**src/hdl/owrs_pkg.sv**
```systemverilog
`timescale 1ns / 1ps

package owrs_pkg;

  localparam int unsigned RomBits = 64;
  localparam int unsigned PosW    = 7;
  localparam int unsigned IdxW    = 6;

  localparam logic [7:0] CmdNormal      = 8'hF0;
  localparam logic [7:0] CmdConditional = 8'hEC;

  typedef enum logic [1:0] {
    OP_RESET  = 2'd0,
    OP_TARGET = 2'd1,
    OP_START  = 2'd2,
    OP_PAIR   = 2'd3
  } opcode_e;

  typedef enum logic [1:0] {
    KIND_CMD  = 2'd0,
    KIND_DIR  = 2'd1,
    KIND_DONE = 2'd2
  } kind_e;

  typedef struct packed {
    opcode_e    opcode;
    logic [7:0] family_byte;
    logic       presence;
    logic       search_mode;
    logic       id_bit;
    logic       complement_bit;
  } item_t;

  typedef struct packed {
    kind_e               kind;
    logic [7:0]          command_byte;
    logic                direction;
    logic                found;
    logic [RomBits-1:0]  rom_address;
    logic                last_device;
  } result_t;

endpackage

```
**src/hdl/owrs_core.sv**
```systemverilog
`timescale 1ns / 1ps

module owrs_core
  import owrs_pkg::*;
(
  input  logic    clk_i,
  input  logic    rst_ni,
  input  logic    step_i,
  input  item_t   item_i,
  output logic    has_res_o,
  output result_t res_o
);

  logic [RomBits-1:0] rom_q, rom_d;
  logic [PosW-1:0]    prior_q, prior_d;
  logic               done_q, done_d;
  logic [PosW-1:0]    bitpos_q, bitpos_d;
  logic [PosW-1:0]    newest_q, newest_d;
  logic               active_q, active_d;

  logic [PosW-1:0]    pos;
  logic [IdxW-1:0]    idx;
  logic               dir;
  logic               tie;
  logic [RomBits-1:0] rom_upd;
  logic [PosW-1:0]    newest_upd;

  // Bit slot handling shared by all pair items.
  always_comb begin
    if (bitpos_q == '0 || bitpos_q > PosW'(RomBits)) begin
      pos = PosW'(RomBits);
    end else begin
      pos = bitpos_q;
    end
    idx = IdxW'(pos - PosW'(1));
    tie = (item_i.id_bit == item_i.complement_bit);
    if (!tie) begin
      dir = item_i.id_bit;
    end else if (pos < prior_q) begin
      dir = rom_q[idx];
    end else begin
      dir = (pos == prior_q);
    end
    rom_upd      = rom_q;
    rom_upd[idx] = dir;
    newest_upd   = (tie && !dir) ? pos : newest_q;
  end

  always_comb begin
    rom_d     = rom_q;
    prior_d   = prior_q;
    done_d    = done_q;
    bitpos_d  = bitpos_q;
    newest_d  = newest_q;
    active_d  = active_q;
    has_res_o = 1'b0;
    res_o     = '0;
    res_o.kind = KIND_DONE;

    case (item_i.opcode)
      OP_RESET: begin
        rom_d    = '0;
        prior_d  = '0;
        done_d   = 1'b0;
        bitpos_d = PosW'(1);
        newest_d = '0;
        active_d = 1'b0;
      end
      OP_TARGET: begin
        rom_d    = RomBits'(item_i.family_byte);
        prior_d  = PosW'(RomBits);
        done_d   = 1'b0;
        bitpos_d = PosW'(1);
        newest_d = '0;
        active_d = 1'b0;
      end
      OP_START: begin
        bitpos_d  = PosW'(1);
        newest_d  = '0;
        has_res_o = 1'b1;
        if (done_q || !item_i.presence) begin
          prior_d    = '0;
          done_d     = 1'b0;
          active_d   = 1'b0;
          res_o.kind = KIND_DONE;
        end else begin
          active_d           = 1'b1;
          res_o.kind         = KIND_CMD;
          res_o.command_byte = item_i.search_mode ? CmdConditional : CmdNormal;
        end
      end
      OP_PAIR: begin
        if (active_q) begin
          has_res_o = 1'b1;
          if (item_i.id_bit && item_i.complement_bit) begin
            // Nobody answered the slot.
            active_d   = 1'b0;
            prior_d    = '0;
            done_d     = 1'b0;
            res_o.kind = KIND_DONE;
          end else begin
            rom_d           = rom_upd;
            newest_d        = newest_upd;
            res_o.direction = dir;
            if (pos < PosW'(RomBits)) begin
              bitpos_d   = pos + PosW'(1);
              res_o.kind = KIND_DIR;
            end else begin
              active_d   = 1'b0;
              bitpos_d   = PosW'(RomBits + 1);
              res_o.kind = KIND_DONE;
              if (rom_upd[7:0] == 8'd0) begin
                // A zero family byte is not a real device.
                prior_d = '0;
                done_d  = 1'b0;
              end else begin
                prior_d           = newest_upd;
                done_d            = done_q || (newest_upd == '0);
                res_o.found       = 1'b1;
                res_o.rom_address = rom_upd;
                res_o.last_device = done_q || (newest_upd == '0);
              end
            end
          end
        end
      end
      default: begin
      end
    endcase
  end

  always_ff @(posedge clk_i or negedge rst_ni) begin
    if (!rst_ni) begin
      rom_q    <= '0;
      prior_q  <= '0;
      done_q   <= 1'b0;
      bitpos_q <= PosW'(1);
      newest_q <= '0;
      active_q <= 1'b0;
    end else if (step_i) begin
      rom_q    <= rom_d;
      prior_q  <= prior_d;
      done_q   <= done_d;
      bitpos_q <= bitpos_d;
      newest_q <= newest_d;
      active_q <= active_d;
    end
  end

endmodule

```
**src/hdl/onewire_rom_search_engine_top.sv**
```systemverilog
`timescale 1ns / 1ps
// Path: an input transaction is held in the input register, and its result, if any,
// is then held in the result register.
// Throughput: one item per cycle; the input register advances whenever the result
// register is empty or being taken, so both sides can stream without gaps.
// Reset: rst_ni clears the search state (ROM, discrepancy marks, bit position) and
// both stage valids at once; no clearing pass is needed.

module onewire_rom_search_engine_top
  import owrs_pkg::*;
(
  input  logic        clk_i,
  input  logic        rst_ni,
  input  logic        s_axis_tvalid,
  output logic        s_axis_tready,
  // family_byte[7:0], presence[8], search_mode[9], id_bit[10], complement_bit[11]
  input  logic [15:0] s_axis_tdata,
  // opcode[1:0]
  input  logic [1:0]  s_axis_tuser,
  output logic        m_axis_tvalid,
  input  logic        m_axis_tready,
  // command_byte[7:0], direction[8], found[9], rom_address[73:10], last_device[74]
  output logic [79:0] m_axis_tdata,
  // kind[1:0]
  output logic [1:0]  m_axis_tuser
);

  item_t   item_q;
  logic    in_valid_q;
  result_t out_q;
  logic    out_valid_q;
  logic    out_free;
  logic    step;
  logic    has_res;
  result_t res;

  assign out_free      = !out_valid_q || m_axis_tready;
  assign step          = in_valid_q && out_free;
  assign s_axis_tready = !in_valid_q || out_free;

  always_ff @(posedge clk_i or negedge rst_ni) begin
    if (!rst_ni) begin
      in_valid_q <= 1'b0;
    end else if (s_axis_tready) begin
      in_valid_q <= s_axis_tvalid;
    end
  end

  always_ff @(posedge clk_i) begin
    if (s_axis_tready && s_axis_tvalid) begin
      item_q.opcode         <= opcode_e'(s_axis_tuser);
      item_q.family_byte    <= s_axis_tdata[7:0];
      item_q.presence       <= s_axis_tdata[8];
      item_q.search_mode    <= s_axis_tdata[9];
      item_q.id_bit         <= s_axis_tdata[10];
      item_q.complement_bit <= s_axis_tdata[11];
    end
  end

  owrs_core u_core (
    .clk_i     (clk_i),
    .rst_ni    (rst_ni),
    .step_i    (step),
    .item_i    (item_q),
    .has_res_o (has_res),
    .res_o     (res)
  );

  always_ff @(posedge clk_i or negedge rst_ni) begin
    if (!rst_ni) begin
      out_valid_q <= 1'b0;
    end else if (step) begin
      out_valid_q <= has_res;
    end else if (m_axis_tready) begin
      out_valid_q <= 1'b0;
    end
  end

  always_ff @(posedge clk_i) begin
    if (step && has_res) begin
      out_q <= res;
    end
  end

  assign m_axis_tvalid = out_valid_q;
  assign m_axis_tuser  = out_q.kind;
  assign m_axis_tdata  = {5'b0, out_q.last_device, out_q.rom_address, out_q.found,
                          out_q.direction, out_q.command_byte};

endmodule

```
**config.mk**
```make
export PLATFORM = sky130hd
export DESIGN_NAME = onewire_rom_search_engine_top
export DESIGN_NICKNAME = d
export VERILOG_FILES = /design/src/hdl/owrs_pkg.sv /design/src/hdl/owrs_core.sv /design/src/hdl/onewire_rom_search_engine_top.sv
export SDC_FILE = /design/constraint.sdc
export NUM_CORES = 1
export LEC_CHECK = 0
export BUFFER_PORTS_ARGS = -buffer_cell sky130_fd_sc_hd__buf_2
export CORE_MARGIN = 3
export CORE_UTILIZATION = 58
export CTS_CLUSTER_DIAMETER = 100
export CTS_CLUSTER_SIZE = 25
export DETAILED_ROUTE_END_ITERATION = 10
export HOLD_SLACK_MARGIN = 0.1
export PLACE_DENSITY = 0.87
export SLEW_MARGIN = 20
export SYNTH_ARGS = -nofsm -noshare
export SYNTH_HDL_FRONTEND = slang
export SYNTH_SLANG_ARGS = --single-unit
```
**constraint.sdc**
```tcl
create_clock -name clk_i -period 9 [get_ports clk_i]
set_input_delay 0.45 -clock clk_i [delete_from_list [all_inputs] [get_ports clk_i]]
set_output_delay 0.45 -clock clk_i [all_outputs]
set_load 0.01 [all_outputs]
```
==> out/results.tsv, run 1 <==
metric	value	unit
dieArea	17800	µm²
syn_area	9430	µm²
setup_viol_count_final	0	
grt_pass1_wl	39.4	mm
relSlewSlack	17.3	%
ff_latch_area	4810	µm²
worst_ep_required_time	9170	ps
synthCells	959	
setup.worst_path.start_class	register	
cts-root-buf	clkbuf_16	
fin_area	10500	µm²
outcome	completed	
avgSynthCellArea	9.83	µm²
power.leakage	4.03	nW
hold_class	in2reg	
path_delay_family	simple AND/OR/NAND/NOR gates	
routed_wl	24.2	mm
drt_iter0_markers	1252	
initial_core_util	60.7	%
post-route-util	67.5	%
r2r_slack	2240	ps
worst_slew_pin_slew	1230	ps
ir_worst_vdd	0.155	mV
antenna_found_initial	0	
post_cts_resized	0	
crit_chain	nor2b_1 -> inv_2 -> ha_1 -> or3b_1 -> a211oi_1 -> nor2_1 -> nand4_1 -> o22ai_1 -> o41a_2 -> a2111oi_2 -> or2_2 -> buf_4 -> nor2_1	
async_flop_share	50.9	%
fmax	0.148	GHz
slew_viol_final	0	
path_buf_inv	2	
grt_max_degree	80	
grt_setup_unrepaired	no	
clkSinkCount	175	
final.setup.worst_slack	2240	ps
fin_crit_sh	75.1	%
rows	45	
route.detailed.drc	0	
final_layout_size_suffix_gt1_share	16.8	%
grt_pass1_vias	7525	
cts_setup_buffers	0	
diodes	0	
core	15500	µm²
grt_use_total	27.5	%
p_per_area	205	nW/µm²
cp_slowest_stage_delay	880	ps
hold_viol	0	
yosysUniqueCellTypes	72	
endpoint_kind	register	
overflow	0	
clk_pin_slew	70	ps
min_period	6760	ps
synth_seq_cells	175	
dp_slack	2440	ps
path_max_fanout	34	
die_y	134	µm
synth-warning-count	0	
fin_skew	11.4	ps
placed_area	9910	µm²
gp_congestion	0.928	
routed_via_density	6.44	
drv_cap	0	
via_count	7951	
synth_edf_count	86	
clock_latency	440	ps
cp.arrival	6930	ps
htreeDepth	4	
multi_input_area	4180	µm²
synth-main-ff-cell	dfrtp_1	
slowest_stage	ha_1	
cts_tree	built	
areaGrowthSynthToFinish	11.3	%
dp_hpwl	15.6	mm
critPathKind	reg2reg	
ios	106	
die_w	134	µm
fillers	1194	
wl_per_cell	19.6	µm
crit_top_cell	nor2_1	
tns	0	ps
seq_area_frac_synth	51.0	%
drtPass1Iterations	6	
cts_buffers	17	
detail-route-antenna-nets	0	
clockBufferDepth	2	
portBuffers	94	
nets	1042	
-- synth_stat cells (all sizes together), types with 3 or more instances --
master    n  area (µm²)
o21ai   123         616
nor2    120         453
dfrtp    88        2200
edfxtp   86        2580
nand2    80         300
a21oi    61         305
a22o     47         412
mux2i    45         450
clkbuf   40         150
buf      38         229
inv      31         116
nand3    17        85.1
nor3     17        90.1
o22ai    17         106
nand2b   11        68.8
ha        9         113
mux4      8         180
nor2b     8        50.1
a22oi     7        52.6
a311oi    7        61.3
a31oi     7        43.8
or2       7        43.8
and2      6        37.5
and3      5        31.3
nand4     5        31.3
o31ai     5        37.5
or3       5        31.3
xnor2     5        43.8
nand3b    4        30.0
a211oi    3        22.5
a32o      3        30.0
nor4      3        25.0
o31a      3        26.3
or3b      3        26.3
-- placed cells by master (no fill, tap or decap), drive strengths merged, types with 6 or more instances in the layout --
cell,synthesis,routed
nand2,80,80
dfrtp,88,88
buf,38,104
a22o,47,47
inv,31,36
ha,9,9
edfxtp,86,86
nor2,120,120
clkbuf,40,17
a311oi,7,7
a22oi,7,7
a21oi,61,61
nand3,17,17
or2,7,7
clkinv,1,7
a31oi,7,7
o22ai,17,17
o21ai,123,123
conb,1,7
and2,6,6
nand2b,11,11
nor3,17,17
mux4,8,8
nor2b,8,8
mux2i,45,45
-- sequential cells by signal (all words and copies together) (netlist names) --
signal / cells
m_axis_tuser: 2
u_core.done_q: 1
m_axis_tvalid: 1
item_q: 14
u_core.active_q: 1
u_core.prior_q: 7
m_axis_tdata: 70
u_core.newest_q: 7
in_valid_q: 1
u_core.rom_q: 64
u_core.bitpos_q: 7
-- report_power, final --
group | switching (mW) | internal [mW]
clock network | 0.324 | 0.384
logic | 0.395 | 0.157
registers | 0.0256 | 0.871
-- cell families (layout without fill, tap and decap cells) --
group	after synthesis	count (layout)	share of synthesized area, %
xor gates and xnor gates	7	7	0.730
DFF	175	175	51.0
other	1	7	0.0398
AOI/OAI and AO/OA	302	302	20.1
adders and majority gates	10	10	1.30
buffers and inverters	110	169	5.29
and+or+nand+nor	299	299	14.6
muxes	55	55	6.92
-- layout make-up --
type,count,share of cell area (%)
well taps,211,2.52
multi-input cells,680,39.8
flip-flops and latches,175,45.8
repair buffers,105,5.35
clock buffers,17,4.05
inverters,32,1.14
clock inverters,15,1.29
-- layer usage --
layer  global-route usage [%]  vias to the layer above  wire length, µm
met5                        0                        -                0
met4                     10.2                        0              682
met3                     5.25                       65             2420
met2                     42.9                      510            11100
met1                     38.7                     3783             9930
li1                         -                     3593                -
-- through the flow --
step	hold WS, ps	cells	power (mW)
after floorplan	154	965	1.30
after global placement	294	1202	1.43
after detailed placement	298	1202	1.44
after CTS	173	1235	2.14
after global routing	175	1235	2.24
final	187	1235	2.16
-- repair_timing --
item | CTS | global route
endpoints found under the hold margin | 10 | 0
hold buffers | 1 | 0
setup endpoints to repair | 0 | 0
-- final timing paths --
| kind | depth (start not counted) | to | start |
|---|---|---|---|
| max | 13 | m_axis_tdata[32]$_SDFFCE_PP0P_ | u_core.bitpos_q[6]$_DFFE_PN0P_ |
| min | 1 | item_q[8]$_DFFE_PP_ | s_axis_tdata[4] |
| max reg2reg | 13 | m_axis_tdata[32]$_SDFFCE_PP0P_ | u_core.bitpos_q[6]$_DFFE_PN0P_ |
| min reg2reg | 2 | u_core.prior_q[1]$_DFFE_PN0P_ | u_core.prior_q[1]$_DFFE_PN0P_ |
| max in group asynchronous | 3 | u_core.rom_q[49]$_DFFE_PN0P_ | rst_ni |
| min in group asynchronous | 2 | u_core.prior_q[6]$_DFFE_PN0P_ | rst_ni |
-- worst reg2reg max path, stage by stage (launching register included) --
cell and delay [ps]:
dfrtp_1 790, nor2b_1 320, inv_2 480, ha_1 880, or3b_1 500, a211oi_1 340
nor2_1 120, nand4_1 470, o22ai_1 320, o41a_2 640, a2111oi_2 400, or2_2 610
buf_4 500, nor2_1 130
No activity file was read; power rests on OpenSTA's default activity.
==> inputs of run 2 (changes only) <==
- ABC_AREA: not set -> 1
- PLACE_DENSITY: 0.87 -> 0.88
- clock period: 9 -> 6.99 ns (I/O delays scaled with it)
==> out/results.tsv, run 2 <==
metric	value	unit
synth-main-ff-cell	dfrtp_1	
grt_setup_unrepaired	no	
largest_reg_flops	70	
fmax	0.172	GHz
core	14700	µm²
wl_per_cell	16.1	µm
cts_buffers	17	
tns	0	ps
async_flop_share	50.9	%
critPathKind	reg2reg	
drt_iter0_markers	1106	
drtPass1Iterations	7	
path_delay_family	simple AND/OR/NAND/NOR gates	
synthCells	1064	
crit_top_cell	nand2_1	
hold_path_end	in_valid_q$_DFFE_PN0N_	
slowest_stage	clkinv_1	
gp_congestion	0.864	
hold_depth	3	
final_layout_size_suffix_gt1_share	13.7	%
synth-warning-count	0	
diodes	0	
power.leakage	4.17	nW
rows	44	
relSlewSlack	33.8	%
synth_seq_cells	175	
die_w	129	µm
r2r-start	u_core.bitpos_q[0]$_DFFE_PN1P_	
ios	106	
via_count	7679	
hold_class	in2reg	
areaGrowthSynthToFinish	13.4	%
drv_cap	0	
cts-root-buf	clkbuf_16	
clkSinkCount	175	
htreeDepth	4	
whs	143	ps
path_buf_inv	3	
fin_skew	15.6	ps
ff2ff_path_depth	27	
path_max_fanout	34	
outcome	completed	
cts_setup_buffers	0	
routed_wl	21.8	mm
detail-route-antenna-nets	0	
clockBufferDepth	2	
endpoint_kind	register	
min_period	5820	ps
clk_pin_slew	70	ps
overflow	0	
grt_use_total	27.0	%
route.detailed.drc	0	
antenna_found_initial	0	
portBuffers	94	
clock_latency	440	ps
nets	1183	
syn_area	8800	µm²
fin_crit_sh	83.3	%
synth_edf_count	86	
layout_commonest_cell	nand2_1	
slew_viol_final	0	
dieArea	16700	µm²
setup_viol_count_final	0	
synth_area_leaders	edfxtp_1 (29%), dfrtp_1 (25%), nand2_1 (12%)	
routed_via_density	5.69	
min-delay-start	s_axis_tvalid	
worst_ep_required_time	7160	ps
yosys.area.top_type	edfxtp_1	
dp_hpwl	13.4	mm
hold_viol	0	
avgSynthCellArea	8.27	µm²
cp_slowest_stage_delay	640	ps
p_per_area	320	nW/µm²
yosys.cell_count.top_type	nand2_1	
r2r-end	m_axis_tdata[45]$_SDFFCE_PP0P_	
ir_worst_vdd	0.354	mV
synth_common_cells	nand2_1 (272), nor2_1 (185), o21ai_0 (161)	
fillers	1136	
yosysUniqueCellTypes	35	
cts_tree	built	
initial_core_util	59.8	%
worst_slew_pin_slew	990	ps
cp.arrival	5990	ps
die_y	129	µm
total_power	3.19	mW
setup.worst_path.start_class	register	
grt_pass1_vias	7194	
yosysTopAreaCellShare	29.4	%
grt_max_degree	73	
seq_area_frac_synth	54.7	%
r2r_slack	1170	ps
layout_common_cells	nand2_1 (271), nor2_1 (182), o21ai_0 (161), buf_2 (93), dfrtp_1 (88)	
grt_pass1_wl	35.5	mm
-- run 2: cell count changes in the layout (fill, tap and decap cells not counted), moves of 11 or more --
cell,delta
nand2b_1,-11
nor3_1,-13
nand3_1,+16
inv_1,+52
nand2_1,+191
mux2i_1,-45
o21ai_0,+50
a21oi_1,-55
a22o_1,-47
nor2_1,+65
dlygate4sd3_1,+14
-- run 2: cell families (layout without fill, tap and decap cells) --
kind of cell,after synthesis,after routing,share of synthesized area [%]
compound gates,219,219,13.2
fa+ha+maj,9,9,1.28
buf+inv,146,241,7.58
flops,175,175,54.7
other cells,1,7,0.0426
simple gates,514,514,23.2
-- run 2: worst max-delay path by stage --
stage | start | endpoint | slack (ps) | cells past startpoint
floorplan | m_axis_tvalid$_DFFE_PN0P_ | m_axis_tdata[10]$_SDFFCE_PP0P_ | 2860 | 3
global placement | u_core.bitpos_q[0]$_DFFE_PN1P_ | m_axis_tdata[74]$_SDFFCE_PP0P_ | 1300 | 27
detailed placement | u_core.bitpos_q[0]$_DFFE_PN1P_ | m_axis_tdata[53]$_SDFFCE_PP0P_ | 1260 | 27
CTS | u_core.bitpos_q[0]$_DFFE_PN1P_ | m_axis_tdata[53]$_SDFFCE_PP0P_ | 1270 | 27
global route | u_core.bitpos_q[0]$_DFFE_PN1P_ | m_axis_tdata[45]$_SDFFCE_PP0P_ | 680 | 27
finish | u_core.bitpos_q[0]$_DFFE_PN1P_ | m_axis_tdata[45]$_SDFFCE_PP0P_ | 1170 | 27
-- run 2: final cells by class --
class / count / area (µm²) / share of cell area (%)
inverter: 92 / 348 / 3.49
multi-input combinational: 749 / 3370 / 33.8
sequential: 175 / 4810 / 48.2
tap: 184 / 230 / 2.31
clock inverter: 13 / 92.6 / 0.928
timing repair buffer: 117 / 683 / 6.85
clock buffer: 19 / 443 / 4.44
-- run 2: where the power goes --
group | leakage, nW | internal [mW] | total [mW] | switching [mW]
sequential | 2.03 | 1.16 | 1.21 | 0.0425
clock | 0.244 | 0.462 | 0.869 | 0.407
combinational | 1.89 | 0.264 | 1.11 | 0.850
total | 4.17 | 1.89 | 3.19 | 1.30
-- run 2: layer usage --
| metal | GRT usage [%] | up-vias | wire length (µm) |
|---|---|---|---|
| li1 | - | 3659 | - |
| met1 | 36.1 | 3586 | 8680 |
| met2 | 43.6 | 376 | 10700 |
| met3 | 5.98 | 58 | 1780 |
| met4 | 10.2 | 0 | 614 |
| met5 | 0 | - | 0 |
-- run 2: tightest hold or removal path: stages --
cell     delay (ps)
buf_2            80
nand2_1          60
nand2_1          60
-- run 2: repair_timing --
action                    CTS  global route
hold endpoints to repair   50             2
hold buffers               13             2
resized for setup           0             0
-- run 2: metrics by stage --
step | worst slack, ps | area [µm²] | util (%) | std cells
global placement | 1300 | 9280 | 63.2 | 1302
CTS | 1270 | 9950 | 67.7 | 1347
global route | 680 | 9970 | 67.9 | 1349
finish | 1170 | 9970 | 67.9 | 1349
floorplan | 2860 | 8820 | - | 1070
detailed placement | 1260 | 9280 | 63.2 | 1302
